<file path="src/rtl/sst_pkg.sv">
`timescale 1ns / 1ps
`default_nettype none

package sst_pkg;

   // Default number of entries held in the table.
   localparam int CAPACITY_DEFAULT = 16;

   // Field widths fixed by the interface.
   localparam int KIND_W   = 2;
   localparam int SCORE_W  = 32;
   localparam int NAME_W   = 64;
   localparam int STATUS_W = 3;

   // Request kinds.
   localparam logic [KIND_W-1:0] KIND_INSERT = 2'd0;
   localparam logic [KIND_W-1:0] KIND_DUMP   = 2'd1;
   localparam logic [KIND_W-1:0] KIND_CLEAR  = 2'd2;

   // Response status codes.
   localparam logic [STATUS_W-1:0] ST_DUMPED   = 3'd0;
   localparam logic [STATUS_W-1:0] ST_INSERTED = 3'd1;
   localparam logic [STATUS_W-1:0] ST_DROPPED  = 3'd2;
   localparam logic [STATUS_W-1:0] ST_EMPTY    = 3'd3;
   localparam logic [STATUS_W-1:0] ST_CLEARED  = 3'd4;

   // One stored entry: score and packed name tag.
   typedef struct packed {
      logic signed [SCORE_W-1:0] score;
      logic [NAME_W-1:0]         name_tag;
   } entry_type;

   // Commands broadcast along the row of cells.
   typedef struct packed {
      logic insert;
      logic rotate;
   } cell_ctrl_type;

endpackage

`default_nettype wire

</file>
<file path="src/rtl/sst_cell.sv">
`timescale 1ns / 1ps
`default_nettype none

module sst_cell
   import sst_pkg::*;
(
   input  wire logic          clock,
   input  wire cell_ctrl_type ctrl,
   input  wire logic          occupied,
   input  wire logic          is_tail,
   input  wire logic          prev_take,
   input  wire entry_type     new_entry,
   input  wire entry_type     left_entry,
   input  wire entry_type     right_entry,
   input  wire entry_type     head_entry,
   output logic               take,
   output entry_type          entry
);

   entry_type entry_ff;
   entry_type entry_in;

   // The new entry belongs at or before this slot when the slot is free or
   // holds a score no greater than the new one, so equal scores move down.
   assign take  = !occupied || ($signed(new_entry.score) >= $signed(entry_ff.score));
   assign entry = entry_ff;

   // On insert the first taking cell loads the new entry and every later one
   // takes its left neighbour. During a dump the occupied cells rotate left,
   // with the tail refilled from the head.
   always_comb begin
      entry_in = entry_ff;
      if (ctrl.insert && take) begin
         entry_in = prev_take ? left_entry : new_entry;
      end else if (ctrl.rotate) begin
         entry_in = is_tail ? head_entry : right_entry;
      end
   end

   always_ff @(posedge clock) begin
      entry_ff <= entry_in;
   end

endmodule

`default_nettype wire

</file>
<file path="config.mk">
export PLATFORM = sky130hd
export DESIGN_NAME = sst_cell
export DESIGN_NICKNAME = d
export VERILOG_FILES = /design/src/rtl/sst_pkg.sv /design/src/rtl/sst_cell.sv
export SDC_FILE = /design/constraint.sdc
export NUM_CORES = 1
export LEC_CHECK = 0
export ABC_AREA = 1
export BUFFER_PORTS_ARGS = -buffer_cell sky130_fd_sc_hd__buf_2
export CAP_MARGIN = 40
export CORE_AREA = 2 2 188 190
export CTS_BUF_LIST = sky130_fd_sc_hd__clkbuf_8
export DETAILED_ROUTE_END_ITERATION = 7
export DIE_AREA = 0 0 190 192
export PLACE_DENSITY_LB_ADDON = 0.12
export SYNTH_ARGS = -nofsm -noshare
export SYNTH_HDL_FRONTEND = slang
export SYNTH_SLANG_ARGS = --single-unit
</file>
<file path="constraint.sdc">
create_clock -name clock -period 7.3 [get_ports clock]
set_clock_uncertainty 0.15 [all_clocks]
set_input_delay 1.46 -clock clock [delete_from_list [all_inputs] [get_ports clock]]
set_output_delay 1.46 -clock clock [all_outputs]
set_load 0.03 [all_outputs]
</file>
## Word level (Yosys, flattened, before mapping)

Index checks and enable logic that the tools add are counted.

| cells by class | value |
|---|---|
| magnitude comparators | 1 |
| muxes and demuxes | 4 |
| reductions and logical operators | 4 |

Operators by type and width:

| cell | number |
|---|---|
| 96-bit two-way mux | 4 |
| 32-bit greater-or-equal comparator | 1 |
| 2-bit nonzero test | 1 |
| 1-bit logical AND | 1 |
| 1-bit zero test | 1 |
| 1-bit logical OR | 1 |

| word-level totals | value |
|---|---|
| bits in registers | 96 |
| input bits | 390 |
| output and inout bits | 97 |
| logic and storage cells | 11 |

## Logic depth before layout (Yosys ltp)

Gate-level depths: netlist of the first run.

| logic depth | value |
|---|---|
| depth in word-level cells | 4 |
| mapped depth | 20 |
| depth with buffers taken out | 18 |

## Least setup slack after synthesis of the first run

No wires, ideal clock.

| timing | value |
|---|---|
| path type | input port to flip-flop |
| from | input new_entry[95] (netlist bit) |
| to | register entry_ff, in the netlist entry[0], enable pin |
| setup time | 0.458 ns |
| arrival | 4.978 ns |
| data required time | 6.692 ns |
| setup slack | 1.714 ns |
| stages | 13 |
| buffers on the path | 2 |
| cell sequence | ha_1 nand2_1 nor2_1 nand2_1 nor3b_2 nand4_1 nand2_1 inv_1 nand3_4 nand2_2 buf_6 buf_4 nand2_1 |

| on the way | value |
|---|---|
| word-level cells in the longest chain between the ends | 4 |

RTL lines:

| what | RTL line | text |
|---|---|---|
| start, declared | sst_cell.sv:12 | `input wire entry_type new_entry,` |
| 32-bit greater-or-equal comparator | sst_cell.sv:25 | `assign take = !occupied \|\| ($signed(new_entry.score) >= $signed(entry_ff.score));` |
| 1-bit logical OR | sst_cell.sv:25 |  |
| 1-bit logical AND | sst_cell.sv:33 | `if (ctrl.insert && take) begin` |
| 2-bit nonzero test (no source line) | -- |  |
| end signal, assigned | sst_cell.sv:41 | `entry_ff <= entry_in;` |
| end, declared | sst_cell.sv:20 | `entry_type entry_ff;` |

No other way between the ends.
A chain may end at the register's enable or synchronous reset.

## Worst setup path in the final report of the first run

| timing | value |
|---|---|
| from | input new_entry[95] (netlist bit) |
| to | output take |

| on the way | value |
|---|---|
| word-level cells in the longest chain between the ends | 2 |

RTL lines:

| what | RTL line | text |
|---|---|---|
| 32-bit greater-or-equal comparator | sst_cell.sv:25 |  |
| 1-bit logical OR | sst_cell.sv:25 |  |
| end, declared | sst_cell.sv:16 | `output logic take,` |

No other way between the ends.

==> results.cfg, run 1 <==
[timing]
hold_viol = 0
grt_setup_unrepaired = no
worst_pin_slew_ns = 0.793
period_share = 0.734
max_slew_margin = 0.471
tns_ns = 0
max_freq_mhz = 187
finalWorstPathRequiredPeriod_ns = 5.36
report.final.slew_viol_count = 0
setup_violations = 0

[pwr]
vdd_ir_drop_max_uv = 64.8
switching_share = 0.410
p_int_mw = 1.18
pwr-share-clk = 0.187
combPwrFrac = 0.428
power_density_mw_per_mm2 = 191
power_frac_seq = 0.384
p_sw_mw = 0.818
p_leak_nw = 5.27

[logic_synthesis]
synth_area_per_cell_um2 = 9.47
synth.most_common_cell = nand2_1
synth_cell_type_count = 20
synth_top_cell_area_share = 0.390
syn_area_mm2 = 0.00739
syn_nets = 1202
synth.area.top_cells = edfxtp_1 (39%), mux2_2 (29%), nand2_1 (12%)
synth_warnings = 0
synth-seq-cells = 96
synthFlopType = edfxtp_1
synth-async-reset-ratio = 0
synth_top_area_cell = edfxtp_1
postSynthCellCount = 780
synth_edf_count = 96
ys_top_cells_by_count = nand2_1 (231), mux2_2 (191), nand3_1 (100), edfxtp_1 (96), inv_1 (44)
synth_seq_area_share = 0.390

[route]
drtPass1Iterations = 4
dr_total_vias = 7258
viasPerCell = 4.27
met1_length_um = 12300
drtIter0Drc = 262
wl_met2_um = 16100
post_drt_wl_per_cell_um = 18.3
wirelength_um = 31100
dr_wl_met3_um = 2300
drc = 0
top_layer = met5
ant_nets = 0

[floorplan]
die_x_um = 190
pin_count = 487
dieHeight_um = 192
start_util = 0.215
coreArea_mm2 = 0.0343
num_rows = 68
die_area_mm2 = 0.0365

[clock_network]
clkTransAtPathRegs_ns = 0.13
insertion_delay_ns = 0.39
cts_resized = 0
post-cts-setup-buffers = 0
ctsRootBufferMaster = clkbuf_8
cts_buffers = 9
cts_tree = yes
clock-sinks = 96
cts_hold_buf = 0
cts-htree-levels = 3
clockBufferDepth = 2

[global_routing]
grt_pass1_vias = 7475
antenna_found_initial = 11
overflow = 0
track_usage = 0.164
grt_max_degree = 60
grt_pass1_wl_um = 44700

[critical_path]
worstSetupStartpointType = primary input
cp_data_arrival_time_ns = 3.75
worstPathRequired_ns = 5.69
path_class = in2out
worstSetupEndpointType = output port
cp_max_fo = 40

[final_layout]
layoutNonFillerInstCount = 1699
largest_reg_flops = 96
drive_above_1_share = 0.570
area_delta_synth_final_pct = 41.7
nets = 1654

[placement]
place.gp.congestion = 0.784
placed_cells = 1676
port_buffers = 486
hpwl_um = 24400

[status]
outcome = complete, no violations

[job]
cap_viol_max_count = 0

[worst_hold_path]
min_path_type = in2reg
## logic make-up (layout without fill, tap and decap cells)
kind of cell | Yosys count | after routing | share of synthesized area
AND/OR/NAND/NOR | 345 | 345 | 0.196
buffers and inverters | 97 | 554 | 0.0544
other | 0 | 7 | 0
AO/OA/AOI/OAI | 19 | 19 | 0.0139
adder cells (fa/ha/maj) | 32 | 32 | 0.0542
flip-flops | 96 | 96 | 0.390
multiplexers | 191 | 191 | 0.291
## power groups by stage
| stage | clock, mW | combinational [mW] | sequential [mW] |
|---|---|---|---|
| final | 0.373 | 0.855 | 0.767 |
| after global routing | 0.416 | 0.941 | 0.780 |
| after CTS | 0.397 | 0.877 | 0.769 |
| after detailed placement | 0 | 0.875 | 0.779 |
| after global placement | 0 | 0.872 | 0.779 |
| after floorplan | 0 | 0.346 | 0.979 |
## final timing paths
kind,start,endpoint,slack [ns],depth (start not counted)
setup / recovery,new_entry[95],take,1.94,12
hold / removal,right_entry[40],entry[40]$_DFFE_PP_,1.31,4
setup reg to reg,entry[95]$_DFFE_PP_,entry[2]$_DFFE_PP_,3.72,14
hold reg to reg,entry[95]$_DFFE_PP_,entry[87]$_DFFE_PP_,1.38,7
## through the flow
step	utilization	power, mW	instance area [µm²]	hold WS [ns]	setup slack, ns
floorplan	-	1.33	7390	1.17	1.71
global placement	0.298	1.65	10200	1.41	1.86
detailed placement	0.299	1.65	10300	1.41	1.85
CTS	0.305	2.04	10500	1.27	1.85
global route	0.305	2.14	10500	1.29	1.65
finish	0.305	2.00	10500	1.31	1.94
## cell type report
class,count,area [µm²]
diodes,7,17.5
clock buffers,9,124
clock inverters,7,75.1
fillers,3794,23800
inverters,44,165
multi-input cells,587,4120
flip-flops and latches,96,2880
well taps,455,569
repair buffers,494,2520
## placed cells by master, fill, tap and decap left out, drive strengths merged
| cell | synthesis | routed |
|---|---|---|
| a21o | 1 | 1 |
| a21oi | 13 | 13 |
| buf | 18 | 494 |
| clkbuf | 35 | 9 |
| clkinv | 0 | 2 |
| clkinvlp | 0 | 1 |
| diode | 0 | 7 |
| edfxtp | 96 | 96 |
| ha | 32 | 32 |
| inv | 44 | 48 |
| mux2 | 191 | 191 |
| nand2 | 232 | 232 |
| nand3 | 101 | 101 |
| nand4 | 2 | 2 |
| nor2 | 9 | 9 |
| nor3b | 1 | 1 |
| o21a | 2 | 2 |
| o21ai | 3 | 3 |
## metal layers
layer  global-route usage  up-vias
met5                    0        -
met4               0.0414        8
met3               0.0453       25
met2                0.298      278
met1                0.190     3325
li1                     -     3622
## critical path, stage by stage
cell     delay (ns)
buf_2          0.12
ha_1           0.36
nand2_1        0.09
nor2_1         0.13
nand2_1        0.12
nor3b_2        0.28
nand4_1        0.17
nand2_1        0.09
inv_1          0.06
nand3_4        0.09
buf_4          0.42
buf_2          0.30
Power figures use the tool's default switching activity.
==> inputs of run 2 (changes only) <==
--- a/config.mk
+++ b/config.mk
@@ -5,13 +5,13 @@
 export SDC_FILE = /design/constraint.sdc
 export NUM_CORES = 1
 export LEC_CHECK = 0
-export ABC_AREA = 1
+export ABC_AREA = 0
 export BUFFER_PORTS_ARGS = -buffer_cell sky130_fd_sc_hd__buf_2
 export CAP_MARGIN = 40
-export CORE_AREA = 2 2 188 190
+export CORE_AREA = 2 2 192 194
 export CTS_BUF_LIST = sky130_fd_sc_hd__clkbuf_8
 export DETAILED_ROUTE_END_ITERATION = 7
-export DIE_AREA = 0 0 190 192
+export DIE_AREA = 0 0 194 196
 export PLACE_DENSITY_LB_ADDON = 0.12
 export SYNTH_ARGS = -nofsm -noshare
 export SYNTH_HDL_FRONTEND = slang
==> constraint.sdc (replaced) <==
create_clock -name clock -period 4.7 [get_ports clock]
set_clock_uncertainty 0.15 [all_clocks]
set_input_delay 0.94 -clock clock [delete_from_list [all_inputs] [get_ports clock]]
set_output_delay 0.94 -clock clock [all_outputs]
set_load 0.03 [all_outputs]
==> run 2 against run 1 <==
Compared with the run above: critical endpoint unchanged; cell count is 12% lower; largest cell class unchanged; largest power group unchanged; critical path depth is 2 lower; sequential power is 53% higher.
==> results.cfg, run 2 <==
[clock_network]
insertion_delay_ns = 0.38
cts_resized = 0
cts_tree = yes
clock-sinks = 96
clockBufferDepth = 2
cts-htree-levels = 3
post-cts-setup-buffers = 0
ctsRootBufferMaster = clkbuf_8
cts_buffers = 9
cts_hold_buf = 0
clkTransAtPathRegs_ns = 0.13

[timing]
finalWorstPathRequiredPeriod_ns = 3.94
report.final.slew_viol_count = 0
setup_violations = 0
tns_ns = 0
fin_ws_ns = 0.764
max_slew_margin = 0.421
whs_ns = 0.758
max_freq_mhz = 254
worst_pin_slew_ns = 0.868
period_share = 0.838
grt_setup_unrepaired = no
hold_viol = 0

[logic_synthesis]
synth_area_per_cell_um2 = 12.6
synth-async-reset-ratio = 0
synth_seq_area_share = 0.424
postSynthCellCount = 540
synth.most_common_cell = mux2i_1
synth_warnings = 0
synth-seq-cells = 96
synth.area.top_cells = mux2i_1 (42%), edfxtp_1 (42%), ha_1 (5.9%)
synthFlopType = edfxtp_1
synth_top_cell_area_share = 0.424
synth_cell_type_count = 29
syn_nets = 962
ys_top_cells_by_count = mux2i_1 (288), edfxtp_1 (96), inv_1 (36), ha_1 (32), clkbuf_1 (21)
syn_area_mm2 = 0.00681
synth_top_area_cell = mux2i_1
synth_edf_count = 96

[final_layout]
final_common_cell = buf_2
largest_reg_flops = 96
fin_util = 0.279
drive_above_1_share = 0.507
final_cell_area_mm2 = 0.0101
layoutNonFillerInstCount = 1494
final_cell_mix = buf_2 (484), mux2i_1 (288), edfxtp_1 (96)
area_delta_synth_final_pct = 47.7
fillers = 3956
nets = 1442

[pwr]
combPwrFrac = 0.412
vdd_ir_drop_max_uv = 123
power_density_mw_per_mm2 = 292
power_mw = 2.93
p_int_mw = 1.79
p_leak_nw = 5.22
switching_share = 0.388
pwr-share-clk = 0.188
power_frac_seq = 0.401
p_sw_mw = 1.14

[global_routing]
grt_pass1_vias = 6493
antenna_found_initial = 4
grt_max_degree = 65
grt_pass1_wl_um = 40200
overflow = 0
track_usage = 0.141

[critical_path]
cp_data_arrival_time_ns = 2.85
crit_chain = buf_2 > ha_1 > a21oi_1 > o21ai_0 > a221oi_1 > o211ai_1 > a21oi_1 > xnor2_1 > nand2_1 > buf_2
path_class = in2out
worstSetupStartpointType = primary input
cp_max_fo = 3
cpPeakStageDelay_ns = 0.33
path_delay_family = compound AO/OA/AOI/OAI gates
worstPathBufferInverterCount = 2
worstSetupEndpointType = output port
worstPathRequired_ns = 3.61
critPathSlowestCell = a221oi_1

[route]
viasPerCell = 4.09
wirelength_um = 27600
post_drt_wl_per_cell_um = 18.5
dr_total_vias = 6115
drc = 0
drtPass1Iterations = 4
ant_nets = 0
drtIter0Drc = 125

[floorplan]
start_util = 0.189
dieHeight_um = 196
pin_count = 487
num_rows = 70
coreArea_mm2 = 0.0361
die_area_mm2 = 0.0380
die_x_um = 194

[placement]
placed_cells = 1477
placed_area_mm2 = 0.00987
place.gp.congestion = 0.746
port_buffers = 486
hpwl_um = 22900
dpl_worst_slack_ns = 0.703

[worst_hold_path]
min_path_type = in2reg

[status]
outcome = complete, no violations

[job]
cap_viol_max_count = 0
==> run 2: changes by cell type in the layout (fill, tap and decap cells not counted), moves of 5 or more <==
cell / delta
buf_12: +5
diode_2: -6
inv_1: -7
mux2_2: -191
mux2i_1: +288
nand2_1: -221
nand3_1: -97
nand4_1: +6
nor2_1: -8
==> run 2: final cells by class <==
class	count	area, µm²	share of cell area
clock inverters	7	53.8	0.00535
repair buffers	502	2650	0.263
clock buffers	9	124	0.0123
multi-input cells	375	3620	0.360
diodes	1	2.50	0.000249
flip-flops and latches	96	2880	0.287
inverters	36	135	0.0134
well taps	468	586	0.0583
==> run 2: worst min-delay path, delay by kind of cell <==
family	cells	cell delay, ns
mux	2	0.16
buf+inv	1	0.08
==> run 2: cells by family (layout without fill, tap and decap cells) <==
group | after synthesis | in the layout | synth area share
AOI/OAI and AO/OA | 28 | 28 | 0.0248
xor gates and xnor gates | 1 | 1 | 0.00129
adders and majority gates | 32 | 32 | 0.0588
buffers and inverters | 69 | 554 | 0.0476
DFF | 96 | 96 | 0.424
muxes | 288 | 288 | 0.424
other | 0 | 1 | 0
and+or+nand+nor | 26 | 26 | 0.0204
==> run 2: power by group through the flow <==
stage               Combinational, mW  Clock, mW  Sequential, mW
floorplan                       0.462          0            1.48
global placement                 1.23          0            1.19
detailed placement               1.24          0            1.19
CTS                              1.24      0.603            1.18
global route                     1.32      0.623            1.19
finish                           1.21      0.550            1.17
==> run 2: final timing paths <==
check	to	startpoint	cells past startpoint	slack [ns]
worst min-delay path	entry[15]$_DFFE_PP_	right_entry[15]	3	0.76
worst min register to register	entry[95]$_DFFE_PP_	entry[95]$_DFFE_PP_	7	1.32
worst max register to register	entry[82]$_DFFE_PP_	entry[86]$_DFFE_PP_	11	1.43
worst max-delay path	take	new_entry[71]	10	0.76
==> run 2: layer usage <==
metal / vias up / global-route usage / share of wire
li1: 3009 / - / -
met1: 2832 / 0.153 / 0.38
met2: 251 / 0.263 / 0.53
met3: 17 / 0.0499 / 0.084
met4: 6 / 0.0272 / 0.0085
met5: - / 0 / 0.0015
==> inputs of run 3 (changes only) <==
==> constraint.sdc (replaced) <==
create_clock -name clock -period 3.5 [get_ports clock]
set_clock_uncertainty 0.15 [all_clocks]
set_input_delay 0.7 -clock clock [delete_from_list [all_inputs] [get_ports clock]]
set_output_delay 0.7 -clock clock [all_outputs]
set_load 0.03 [all_outputs]
==> run 3 against run 2 <==
Compared with the run above: worst setup slack lost 0.57 ns; worst hold slack lost 0.24 ns; sequential cell count is the same; global-route usage grew 0.18 points; cell area grew 2.0%; largest cell class unchanged; combinational power grew 38%; via count grew 0.67%.
==> results.cfg, run 3 (same netlist as run 2, synthesis figures left out) <==
[route]
drtIter0Drc = 141
dr_total_vias = 6156
drtPass1Iterations = 4
ant_nets = 0
post_drt_wl_per_cell_um = 18.5
viasPerCell = 4.09
drc = 0
wirelength_um = 27800

[placement]
place.gp.congestion = 0.765
dpl_worst_slack_ns = -0.0471
placed_area_mm2 = 0.0101
port_buffers = 486
placed_cells = 1487
hpwl_um = 23300

[timing]
max_slew_margin = 0.742
fin_ws_ns = 0.192
report.final.slew_viol_count = 0
period_share = 0.945
worst_pin_slew_ns = 0.377
max_freq_mhz = 302
finalWorstPathRequiredPeriod_ns = 3.31
hold_viol = 0
whs_ns = 0.522
grt_setup_unrepaired = no
setup_violations = 0

[critical_path]
crit_chain = inv_1 > ha_1 > a21oi_1 > o21ai_0 > a221oi_1 > o211ai_1 > a21oi_1 > xnor2_1 > nand2_1 > buf_2
path_delay_family = compound AO/OA/AOI/OAI gates
cpPeakStageDelay_ns = 0.43
worstPathBufferInverterCount = 2
critPathSlowestCell = edfxtp_1
worstSetupEndpointType = output port
cp_max_fo = 3
path_class = reg2out
crit_top_cell = a21oi_1
cp_data_arrival_time_ns = 2.46
worstSetupStartpointType = flip-flop
worstPathRequired_ns = 2.65

[global_routing]
antenna_found_initial = 6
grt_pass1_wl_um = 40800
track_usage = 0.143
grt_max_degree = 41
grt_pass1_vias = 6591
overflow = 0

[final_layout]
drive_above_1_share = 0.516
regArea_mm2 = 0.00288
final_cell_mix = buf_2 (484), mux2i_1 (288), edfxtp_1 (96)
nets = 1452
largest_reg_flops = 96
final_common_cell = buf_2
fillers = 3907
final_cell_area_mm2 = 0.0103
multi_input_area_mm2 = 0.00368
area_delta_synth_final_pct = 50.6
layoutNonFillerInstCount = 1504

[clock_network]
clockBufferDepth = 2
cts_resized = 0
clkTransAtPathRegs_ns = 0.12
cts-htree-levels = 3
cts_buffers = 9
insertion_delay_ns = 0.38
clock-sinks = 96
cts_tree = yes
ctsRootBufferMaster = clkbuf_8
post-cts-setup-buffers = 0
cts_hold_buf = 0

[floorplan]
num_rows = 70
die_x_um = 194
start_util = 0.189
dieHeight_um = 196
pin_count = 487
coreArea_mm2 = 0.0361
die_area_mm2 = 0.0380

[pwr]
p_leak_nw = 5.30
power_density_mw_per_mm2 = 389
vdd_ir_drop_max_uv = 141

[job]
cap_viol_max_count = 0

[worst_hold_path]
min_path_type = in2reg

[status]
outcome = complete, no violations
run 3: cell count changes in the layout (fill, tap and decap cells not counted), moves of 4 or more:
| cell | previous run | this run |
|---|---|---|
| buf_12 | 5 | 12 |
| ha_4 | 0 | 4 |
| ha_1 | 32 | 28 |
| buf_4 | 10 | 14 |
run 3: stage by stage:
stage	total power [mW]	TNS [ns]	util
5_1_grt	4.26	0	0.284
3_5_place_dp	3.32	-2.60	0.279
2_1_floorplan	2.62	-3.12	-
6_report	3.98	0	0.284
3_3_place_gp	3.32	-0.429	0.279
4_1_cts	4.10	0	0.284
run 3: worst paths after layout:
| path | startpoint | end | slack, ns | cells past startpoint |
|---|---|---|---|---|
| worst max-delay path | entry[71]$_DFFE_PP_ | take | 0.19 | 10 |
| worst min register to register | entry[95]$_DFFE_PP_ | entry[1]$_DFFE_PP_ | 1.37 | 8 |
| worst min-delay path | right_entry[63] | entry[63]$_DFFE_PP_ | 0.52 | 3 |
| worst max register to register | entry[71]$_DFFE_PP_ | entry[29]$_DFFE_PP_ | 0.42 | 11 |
run 3: cell type report:
class | count | area share
Antenna cell | 1 | 0.000244
Clock buffer | 9 | 0.0121
Clock inverter | 7 | 0.00525
Inverter | 36 | 0.0132
Multi-Input combinational cell | 375 | 0.359
Sequential cell | 96 | 0.281
Tap cell | 468 | 0.0571
Timing Repair Buffer | 512 | 0.272
run 3: report_power, final:
part / internal, mW / switching (mW) / total [mW]
registers: 1.51 / 0.0616 / 1.57
clock network: 0.268 / 0.470 / 0.738
logic: 0.664 / 1.01 / 1.67
total: 2.44 / 1.54 / 3.98
run 3: tightest hold or removal path, stage by stage:
cell and delay (ns):
buf_2 0.08, mux2i_1 0.05, mux2i_1 0.11
run 3: metal layers:
metal  vias to the layer above  wire, µm  track usage  part of all wire
li1                       3029         -            -                 -
met4                         4       252       0.0238            0.0091
met2                       278     14400        0.265              0.52
met3                        19      2000       0.0399             0.072
met1                      2826     11100        0.165              0.40
met5                         -        24            0           0.00086
